## config.mk

```make
export PLATFORM = sky130hd
export DESIGN_NAME = active_fault_list_table
export DESIGN_NICKNAME = d
export VERILOG_FILES = /design/src/rtl/afl_pkg.sv /design/src/rtl/afl_ram.sv /design/src/rtl/afl_ctrl.sv /design/src/rtl/active_fault_list_table.sv
export SDC_FILE = /design/constraint.sdc
export NUM_CORES = 2
export LEC_CHECK = 0
export BUFFER_PORTS_ARGS = -buffer_cell sky130_fd_sc_hd__buf_2
export CORE_MARGIN = 2
export CORE_UTILIZATION = 44
export DETAILED_ROUTE_END_ITERATION = 12
export GPL_ROUTABILITY_DRIVEN = 1
export GPL_TIMING_DRIVEN = 0
export SLEW_MARGIN = 0
export SYNTH_ARGS = -nofsm -noshare
export SYNTH_HDL_FRONTEND = slang
export SYNTH_SLANG_ARGS = --single-unit
```

## constraint.sdc

```tcl
create_clock -name aclk -period 6.81 [get_ports aclk]
set_clock_uncertainty 0.05 [all_clocks]
set_input_delay 0.3405 -clock aclk [delete_from_list [all_inputs] [get_ports aclk]]
set_output_delay 0.3405 -clock aclk [all_outputs]
set_load 0.005 [all_outputs]
```

## src/rtl/afl_pkg.sv

```systemverilog
// ============================================================================
// afl_pkg
// Shared types, sizes and command codes of the active fault list table.
// ============================================================================
package afl_pkg;

    localparam int ENTRIES = 16;
    localparam int IDX_W   = (ENTRIES > 1) ? $clog2(ENTRIES) : 1;
    localparam int CNT_W   = $clog2(ENTRIES + 1);

    localparam logic [2:0] CMD_ADD_PLAIN = 3'd0;
    localparam logic [2:0] CMD_ADD_DET   = 3'd1;
    localparam logic [2:0] CMD_REM_PLAIN = 3'd2;
    localparam logic [2:0] CMD_REM_DET   = 3'd3;
    localparam logic [2:0] CMD_SEARCH    = 3'd4;
    localparam logic [2:0] CMD_READ      = 3'd5;

    typedef struct packed {
        logic [7:0]         sev;
        logic [7:0]         kind;
        logic [7:0]         mdl;
        logic [7:0]         cab;
        logic signed [31:0] val;
    } rec_t;

    localparam int REC_W = $bits(rec_t);

    typedef struct packed {
        logic       hit;
        logic       is_new;
        logic       read_ok;
        rec_t       rec;
        logic [4:0] count;
    } res_t;

endpackage

```

## src/rtl/afl_ram.sv

```systemverilog
// ============================================================================
// afl_ram
// Generic simple dual-port RAM: one write port, one read port, registered read.
// ============================================================================
module afl_ram #(
    parameter int WIDTH = 64,
    parameter int DEPTH = 16,
    parameter int AW    = (DEPTH > 1) ? $clog2(DEPTH) : 1
) (
    input  logic             aclk,
    input  logic             we,
    input  logic [AW-1:0]    waddr,
    input  logic [WIDTH-1:0] wdata,
    input  logic [AW-1:0]    raddr,
    output logic [WIDTH-1:0] rdata
);

    logic [WIDTH-1:0] mem_reg [DEPTH];
    logic [WIDTH-1:0] rdata_reg;

    always_ff @(posedge aclk) begin
        if (we) begin
            mem_reg[waddr] <= wdata;
        end
        rdata_reg <= mem_reg[raddr];
    end

    assign rdata = rdata_reg;

endmodule

```

## src/rtl/afl_ctrl.sv

```systemverilog
// ============================================================================
// afl_ctrl
// Command sequencer: scans the record RAM, closes gaps, appends, reads back.
// ============================================================================
module afl_ctrl (
    input  logic                         aclk,
    input  logic                         aresetn,
    input  logic                         cmd_valid,
    output logic                         cmd_ready,
    input  logic [2:0]                   cmd_code,
    input  afl_pkg::rec_t                cmd_key,
    input  logic [7:0]                   cmd_index,
    output logic                         res_valid,
    input  logic                         res_ready,
    output afl_pkg::res_t                res,
    output logic                         ram_we,
    output logic [afl_pkg::IDX_W-1:0]    ram_waddr,
    output logic [afl_pkg::REC_W-1:0]    ram_wdata,
    output logic [afl_pkg::IDX_W-1:0]    ram_raddr,
    input  logic [afl_pkg::REC_W-1:0]    ram_rdata
);
    import afl_pkg::*;

    localparam logic [2:0] ST_IDLE  = 3'd0;
    localparam logic [2:0] ST_SCAN  = 3'd1;
    localparam logic [2:0] ST_SHIFT = 3'd2;
    localparam logic [2:0] ST_READ  = 3'd3;
    localparam logic [2:0] ST_RDATA = 3'd4;
    localparam logic [2:0] ST_FIN   = 3'd5;
    localparam logic [2:0] ST_DONE  = 3'd6;

    localparam logic [CNT_W-1:0] FULL_CNT = CNT_W'(ENTRIES);

    logic [2:0]       state_reg, state_next;
    logic [2:0]       cmd_reg, cmd_next;
    rec_t             key_reg, key_next;
    logic [7:0]       idx_reg, idx_next;
    logic [CNT_W-1:0] count_reg, count_next;
    logic [CNT_W-1:0] ptr_reg, ptr_next;
    logic [CNT_W-1:0] cmp_reg, cmp_next;
    logic             pend_reg, pend_next;
    logic             found_reg, found_next;
    res_t             res_reg, res_next;

    rec_t             rd_rec;
    logic             full_match;
    logic             is_add;
    logic             is_rem;
    logic             match;
    logic             hit_now;
    logic             issue;
    logic             idx_ok;
    logic             cmd_full;
    logic [CNT_W-1:0] c_work;
    logic [CNT_W-1:0] wr_pos;
    logic [CNT_W+4:0] cnt_wide;

    assign rd_rec     = rec_t'(ram_rdata);
    assign full_match = (cmd_reg == CMD_ADD_DET) || (cmd_reg == CMD_REM_DET);
    assign is_add     = (cmd_reg == CMD_ADD_PLAIN) || (cmd_reg == CMD_ADD_DET);
    assign is_rem     = (cmd_reg == CMD_REM_PLAIN) || (cmd_reg == CMD_REM_DET);
    assign cmd_full   = (cmd_code == CMD_ADD_DET) || (cmd_code == CMD_REM_DET);
    assign match      = (rd_rec.sev == key_reg.sev) && (rd_rec.kind == key_reg.kind)
                        && (!full_match || ((rd_rec.mdl == key_reg.mdl)
                        && (rd_rec.cab == key_reg.cab) && (rd_rec.val == key_reg.val)));
    assign hit_now    = pend_reg && match;
    assign idx_ok     = ({{CNT_W{1'b0}}, idx_reg} < {8'd0, count_reg});
    assign c_work     = (found_reg && (is_add || is_rem)) ? (count_reg - 1'b1) : count_reg;
    assign wr_pos     = cmp_reg - 1'b1;
    assign cnt_wide   = {5'd0, count_next};

    always_comb begin
        state_next = state_reg;
        cmd_next   = cmd_reg;
        key_next   = key_reg;
        idx_next   = idx_reg;
        count_next = count_reg;
        ptr_next   = ptr_reg;
        cmp_next   = cmp_reg;
        pend_next  = pend_reg;
        found_next = found_reg;
        res_next   = res_reg;
        issue      = 1'b0;
        cmd_ready  = 1'b0;
        res_valid  = 1'b0;
        ram_we     = 1'b0;
        ram_waddr  = wr_pos[IDX_W-1:0];
        ram_wdata  = ram_rdata;
        ram_raddr  = ptr_reg[IDX_W-1:0];
        case (state_reg)
            ST_IDLE: begin
                cmd_ready = 1'b1;
                if (cmd_valid) begin
                    cmd_next     = cmd_code;
                    key_next     = cmd_key;
                    if (!cmd_full) begin
                        key_next.mdl = 8'd0;
                        key_next.cab = 8'd0;
                        key_next.val = 32'sd0;
                    end
                    idx_next   = cmd_index;
                    ptr_next   = '0;
                    pend_next  = 1'b0;
                    found_next = 1'b0;
                    res_next   = '0;
                    case (cmd_code)
                        CMD_ADD_PLAIN, CMD_ADD_DET, CMD_REM_PLAIN, CMD_REM_DET,
                        CMD_SEARCH: state_next = ST_SCAN;
                        CMD_READ:   state_next = ST_READ;
                        default:    state_next = ST_FIN;
                    endcase
                end
            end
            ST_SCAN: begin
                issue = (ptr_reg < count_reg) && !hit_now;
                if (hit_now) begin
                    found_next = 1'b1;
                    ptr_next   = cmp_reg + 1'b1;
                    pend_next  = 1'b0;
                    state_next = (cmd_reg == CMD_SEARCH) ? ST_FIN : ST_SHIFT;
                end else if (issue) begin
                    ptr_next  = ptr_reg + 1'b1;
                    cmp_next  = ptr_reg;
                    pend_next = 1'b1;
                end else begin
                    pend_next  = 1'b0;
                    state_next = ST_FIN;
                end
            end
            ST_SHIFT: begin
                issue  = (ptr_reg < count_reg);
                ram_we = pend_reg;
                if (issue) begin
                    ptr_next  = ptr_reg + 1'b1;
                    cmp_next  = ptr_reg;
                    pend_next = 1'b1;
                end else begin
                    pend_next = 1'b0;
                    if (!pend_reg) begin
                        state_next = ST_FIN;
                    end
                end
            end
            ST_READ: begin
                ram_raddr  = idx_reg[IDX_W-1:0];
                state_next = ST_RDATA;
            end
            ST_RDATA: begin
                res_next.read_ok = idx_ok;
                res_next.rec     = idx_ok ? rd_rec : '0;
                state_next       = ST_FIN;
            end
            ST_FIN: begin
                ram_waddr  = c_work[IDX_W-1:0];
                ram_wdata  = key_reg;
                count_next = c_work;
                if (is_add && (c_work < FULL_CNT)) begin
                    ram_we     = 1'b1;
                    count_next = c_work + 1'b1;
                end
                res_next.hit    = found_reg;
                res_next.is_new = is_add && !found_reg;
                res_next.count  = cnt_wide[4:0];
                state_next      = ST_DONE;
            end
            ST_DONE: begin
                res_valid = 1'b1;
                if (res_ready) begin
                    state_next = ST_IDLE;
                end
            end
            default: begin
                state_next = ST_IDLE;
            end
        endcase
    end

    always_ff @(posedge aclk) begin
        if (!aresetn) begin
            state_reg <= ST_IDLE;
            count_reg <= '0;
            pend_reg  <= 1'b0;
            found_reg <= 1'b0;
        end else begin
            state_reg <= state_next;
            count_reg <= count_next;
            pend_reg  <= pend_next;
            found_reg <= found_next;
        end
    end

    always_ff @(posedge aclk) begin
        cmd_reg <= cmd_next;
        key_reg <= key_next;
        idx_reg <= idx_next;
        ptr_reg <= ptr_next;
        cmp_reg <= cmp_next;
        res_reg <= res_next;
    end

    assign res = res_reg;

    a_count_bound: assert property (@(posedge aclk) disable iff (!aresetn)
        count_reg <= FULL_CNT)
        else $error("record count above capacity");

    a_count_only_fin: assert property (@(posedge aclk) disable iff (!aresetn)
        (state_reg != ST_FIN) |=> $stable(count_reg))
        else $error("record count changed outside finish step");

    a_write_states: assert property (@(posedge aclk) disable iff (!aresetn)
        ram_we |-> ((state_reg == ST_SHIFT) || (state_reg == ST_FIN)))
        else $error("record write outside shift or finish");

    a_shift_below_count: assert property (@(posedge aclk) disable iff (!aresetn)
        (ram_we && (state_reg == ST_SHIFT)) |-> (wr_pos < count_reg))
        else $error("shift write beyond live records");

    a_search_no_change: assert property (@(posedge aclk) disable iff (!aresetn)
        ((state_reg == ST_FIN) && (cmd_reg == CMD_SEARCH)) |=> $stable(count_reg))
        else $error("search changed record count");

endmodule

```

## src/rtl/active_fault_list_table.sv

```systemverilog
// ============================================================================
// active_fault_list_table
// Ordered list of active fault records with add, remove, search and read.
// ============================================================================
// Add, remove and search scan the records once; an add or remove that hits then
// makes one shift pass to close the gap, all through the single record RAM port pair.
// A read gives the record through one registered RAM read.
// Throughput: one command at a time; the next can be taken while a result waits in the output register.
// Reset: record count cleared; record RAM contents are left as they are.
module active_fault_list_table (
    input  logic               aclk,
    input  logic               aresetn,
    input  logic               s_valid,
    output logic               s_ready,
    input  logic [2:0]         s_command,
    input  logic [7:0]         s_severity,
    input  logic [7:0]         s_kind,
    input  logic [7:0]         s_module_num,
    input  logic [7:0]         s_cabinet_num,
    input  logic signed [31:0] s_extra_value,
    input  logic [7:0]         s_read_index,
    output logic               m_valid,
    input  logic               m_ready,
    output logic               m_hit,
    output logic               m_is_new,
    output logic               m_read_ok,
    output logic [7:0]         m_severity_out,
    output logic [7:0]         m_kind_out,
    output logic [7:0]         m_module_out,
    output logic [7:0]         m_cabinet_out,
    output logic signed [31:0] m_value_out,
    output logic [4:0]         m_entry_count
);
    import afl_pkg::*;

    rec_t             key;
    res_t             res;
    logic             res_valid;
    logic             res_ready;
    logic             ram_we;
    logic [IDX_W-1:0] ram_waddr;
    logic [IDX_W-1:0] ram_raddr;
    logic [REC_W-1:0] ram_wdata;
    logic [REC_W-1:0] ram_rdata;
    logic             out_valid_reg;
    res_t             out_reg;

    assign key.sev  = s_severity;
    assign key.kind = s_kind;
    assign key.mdl  = s_module_num;
    assign key.cab  = s_cabinet_num;
    assign key.val  = s_extra_value;

    afl_ctrl u_ctrl (
        .aclk      (aclk),
        .aresetn   (aresetn),
        .cmd_valid (s_valid),
        .cmd_ready (s_ready),
        .cmd_code  (s_command),
        .cmd_key   (key),
        .cmd_index (s_read_index),
        .res_valid (res_valid),
        .res_ready (res_ready),
        .res       (res),
        .ram_we    (ram_we),
        .ram_waddr (ram_waddr),
        .ram_wdata (ram_wdata),
        .ram_raddr (ram_raddr),
        .ram_rdata (ram_rdata)
    );

    afl_ram #(
        .WIDTH (REC_W),
        .DEPTH (ENTRIES)
    ) u_ram (
        .aclk  (aclk),
        .we    (ram_we),
        .waddr (ram_waddr),
        .wdata (ram_wdata),
        .raddr (ram_raddr),
        .rdata (ram_rdata)
    );

    assign res_ready = !out_valid_reg || m_ready;

    always_ff @(posedge aclk) begin
        if (!aresetn) begin
            out_valid_reg <= 1'b0;
        end else if (res_ready) begin
            out_valid_reg <= res_valid;
        end
    end

    always_ff @(posedge aclk) begin
        if (res_ready && res_valid) begin
            out_reg <= res;
        end
    end

    assign m_valid        = out_valid_reg;
    assign m_hit          = out_reg.hit;
    assign m_is_new       = out_reg.is_new;
    assign m_read_ok      = out_reg.read_ok;
    assign m_severity_out = out_reg.rec.sev;
    assign m_kind_out     = out_reg.rec.kind;
    assign m_module_out   = out_reg.rec.mdl;
    assign m_cabinet_out  = out_reg.rec.cab;
    assign m_value_out    = out_reg.rec.val;
    assign m_entry_count  = out_reg.count;

endmodule
```

==> flow_summary_export.csv <==
group,metric,value,unit
grt,use_met2,0.3649,
pwr,combinationalPowerShare,0.273,
grt,grtUsageMet1,0.3049,
timing,maxSlewHeadroom,0.04169,
detailed_routing,via_per_inst,5.675,
critical_path,critPathRequiredTime,7190,ps
timing,hold_violations,0,
floorplanning,die_y,343.8,µm
layout,final_cell_mix,"edfxtp_1 (1253), nand2_1 (344), mux4_2 (256)",
synthesis,synth_flop_cell,"edfxtp_1",
clocking,root_buffer,"clkbuf_16",
layout,drive_gt1_frac,0.2398,
clocking,post_cts_buffers,0,
critical_path,cpMostUsedCell,"buf_12",
clocking,clkSinkCount,1328,
synthesis,synthTopCellsByArea,"edfxtp_1 (74%), mux4_2 (11%), dfxtp_1 (3.0%)",
pwr,power,0.02621,W
pwr,seq_power_share,0.438,
hold_path,hp-class,"in2reg",
layout,fin_cells,4673,
grt,antenna_found_initial,3,
timing,min_period,4175,ps
grt,grt.busiest_layer,"met2",
pwr,swShare,0.3151,
place,post-dp-hpwl,88.66,mm
layout,layout_commonest_cell,"edfxtp_1",
detailed_routing,dr_total_vias,26520,
layout,post-route-util,0.5244,
grt,use_met3,0.06499,
critical_path,crit_buf_inv,6,
critical_path,r2r_slack,2640,ps
layout,antennaDiodeCount,0,
clocking,clock_latency,750,ps
clocking,cts_made_buffers,139,
floorplanning,row_count,124,
critical_path,cp_max_fo,19,
critical_path,crit_type,"reg2reg",
synthesis,yosysUniqueCellTypes,56,
synthesis,synth_seq_cells,1328,
clocking,cts_tree,"yes",
grt,grt_usage,0.2279,
place,io_buffer_count,152,
detailed_routing,drc,0,
critical_path,worstPathCellList,"buf_2, clkbuf_1, nand3b_1, clkbuf_1, mux2i_1, nand2_1, nor2_4, buf_12, buf_12, buf_12",
pwr,leakage,19.98,nW
clocking,clockBufferDepth,3,
synthesis,synth_cells,2627,
detailed_routing,wl_per_cell,28.57,µm
pwr,p_switching,0.008259,W
pwr,p_int,0.01795,W
critical_path,crit_arrival,4550,ps
synthesis,synth_area_per_cell,19.34,µm²
pwr,power.density,436.5,nW/µm²
grt,grt_pass1_vias,26990,
synthesis,syn-cell-area,50810,µm²
critical_path,start_kind,"flip-flop",
synthesis,synth_edf_count,1253,
timing,fin_crit_sh,0.6131,
timing,max_clock_freq,239.5,MHz
pwr,ir_worst_vdd,0.2782,mV
place,place_inst,4343,
detailed_routing,routed_wl,133.5,mm
timing,timing.final.ws_setup,2635,ps
synthesis,ys_seq_area_frac,0.7701,
synthesis,ys.warnings.count,0,
layout,largest_reg_flops,1024,
floorplanning,num_io_pins,153,
grt,grt_pass1_wl,189.4,mm
detailed_routing,first_iter_violations,2776,
run_status,outcome,"completed",
critical_path,cp_top_family,"buffers and inverters",
clocking,path_clk_slew,60,ps
detailed_routing,postRouteAntennaNets,0,
timing,worst-slew-pin-transition,1437,ps
place,gp_congestion,0.8006,
clocking,htreeDepth,4,
floorplanning,die_area,118200,µm²
critical_path,cp_slowest_cell,"clkbuf_1",
grt,grt_max_degree,58,
floorplanning,start_util,0.4437,
grt,overflow,0,
critical_path,worst_setup_path_end_kind,"flip-flop",
layout,area_delta_synth_final,18.18,%
floorplanning,core-area,114500,µm²
synthesis,synth_nets,2719,
synthesis,netlist.area_leader.share,0.7406,
timing,finalSetupViolations,0,
floorplanning,die_x,343.8,µm
detailed_routing,drt-pass1-iter-count,7,
place,dp_slack,2733,ps
synthesis,synth_area_leader_cell,"edfxtp_1",
job,maxCapViolCount,0,
synthesis,synth-async-reset-ratio,0,
timing,drv_slew,0,
critical_path,critPathMaxStageDelay,830,ps
pwr,clockPowerShare,0.288,
layout,finalNetCount,3140,
timing,rsz0062_at_grt,"no",
[worst reg2reg max path: cells and delay by family (launching register included)]
kind                   cells  cell delay (ps)
buffers and inverters      6             1920
AND/OR/NAND/NOR            3             1230
multiplexers               1              360
flip-flops                 1              290
[logic make-up (layout without fill, tap and decap cells)]
family	after synthesis	count (layout)	share of synthesized area
flip-flops	1328	1328	0.7701
buffers and inverters	145	679	0.01431
XOR/XNOR	78	78	0.01345
multiplexers	265	265	0.1154
adder cells (fa/ha/maj)	13	13	0.003202
AND/OR/NAND/NOR	620	620	0.05898
AO/OA/AOI/OAI	178	178	0.02455
[Yosys cell counts (14+ instances only)]
master       n
edfxtp_1  1253
nand2_1    344
mux4_2     256
and2_1     179
dfxtp_1     75
clkbuf_1    69
a31oi_1     67
a211oi_1    65
xor2_1      56
buf_2       32
nor2_1      30
xnor2_1     22
buf_6       15
nor4_1      14
[per-stage QoR]
stage	hold slack [ps]	TNS, ps	cell area [µm²]
after floorplan	350.3	0	50810
after global placement	356.9	-2224760	53460
after detailed placement	354.5	0	54710
after CTS	15.09	0	60040
after global routing	51.74	0	60040
final	53.87	0	60040
[routing by layer]
metal	part of all wire	wire length (µm)
met5	0	0
met4	0.027	3583
met3	0.092	12280
met2	0.48	63660
met1	0.40	53990
[worst paths after layout]
| path | from | end | cells after the start |
|---|---|---|---|
| max | u_ctrl.state_reg[2] | u_ram.mem_reg[10][34] | 10 |
| min | s_module_num[6] | u_ctrl.key_reg[46] | 2 |
| max reg2reg | u_ctrl.state_reg[2] | u_ram.mem_reg[10][34] | 10 |
| min reg2reg | u_ctrl.res[41] | m_cabinet_out[4] | 0 |
[what timing repair did]
| action | CTS | global route |
|---|---|---|
| setup endpoints to repair | 0 | 0 |
| hold buffers | 76 | 0 |
| endpoints found under the hold margin | 80 | 0 |
| resized for setup | 0 | 0 |
[power by group through the flow]
stage          sequential [W]  combinational (W)  clock [W]
3_5_place_dp           0.0116            0.00714          0
5_1_grt                0.0116            0.00773    0.00795
2_1_floorplan          0.0114            0.00463          0
6_report               0.0115            0.00717    0.00755
4_1_cts                0.0115            0.00720    0.00766
3_3_place_gp           0.0117            0.00682          0
[final cells by class]
class	count	area (µm²)
Multi-Input combinational cell	1154	11090
Timing Repair Buffer	280	2638
Inverter	13	48.80
Clock buffer	191	3930
Fill cell	8997	54460
Buffer	132	678.2
Sequential cell	1328	39130
Clock inverter	63	638.1
Tap cell	1512	1892
Power figures use the tool's default switching activity.
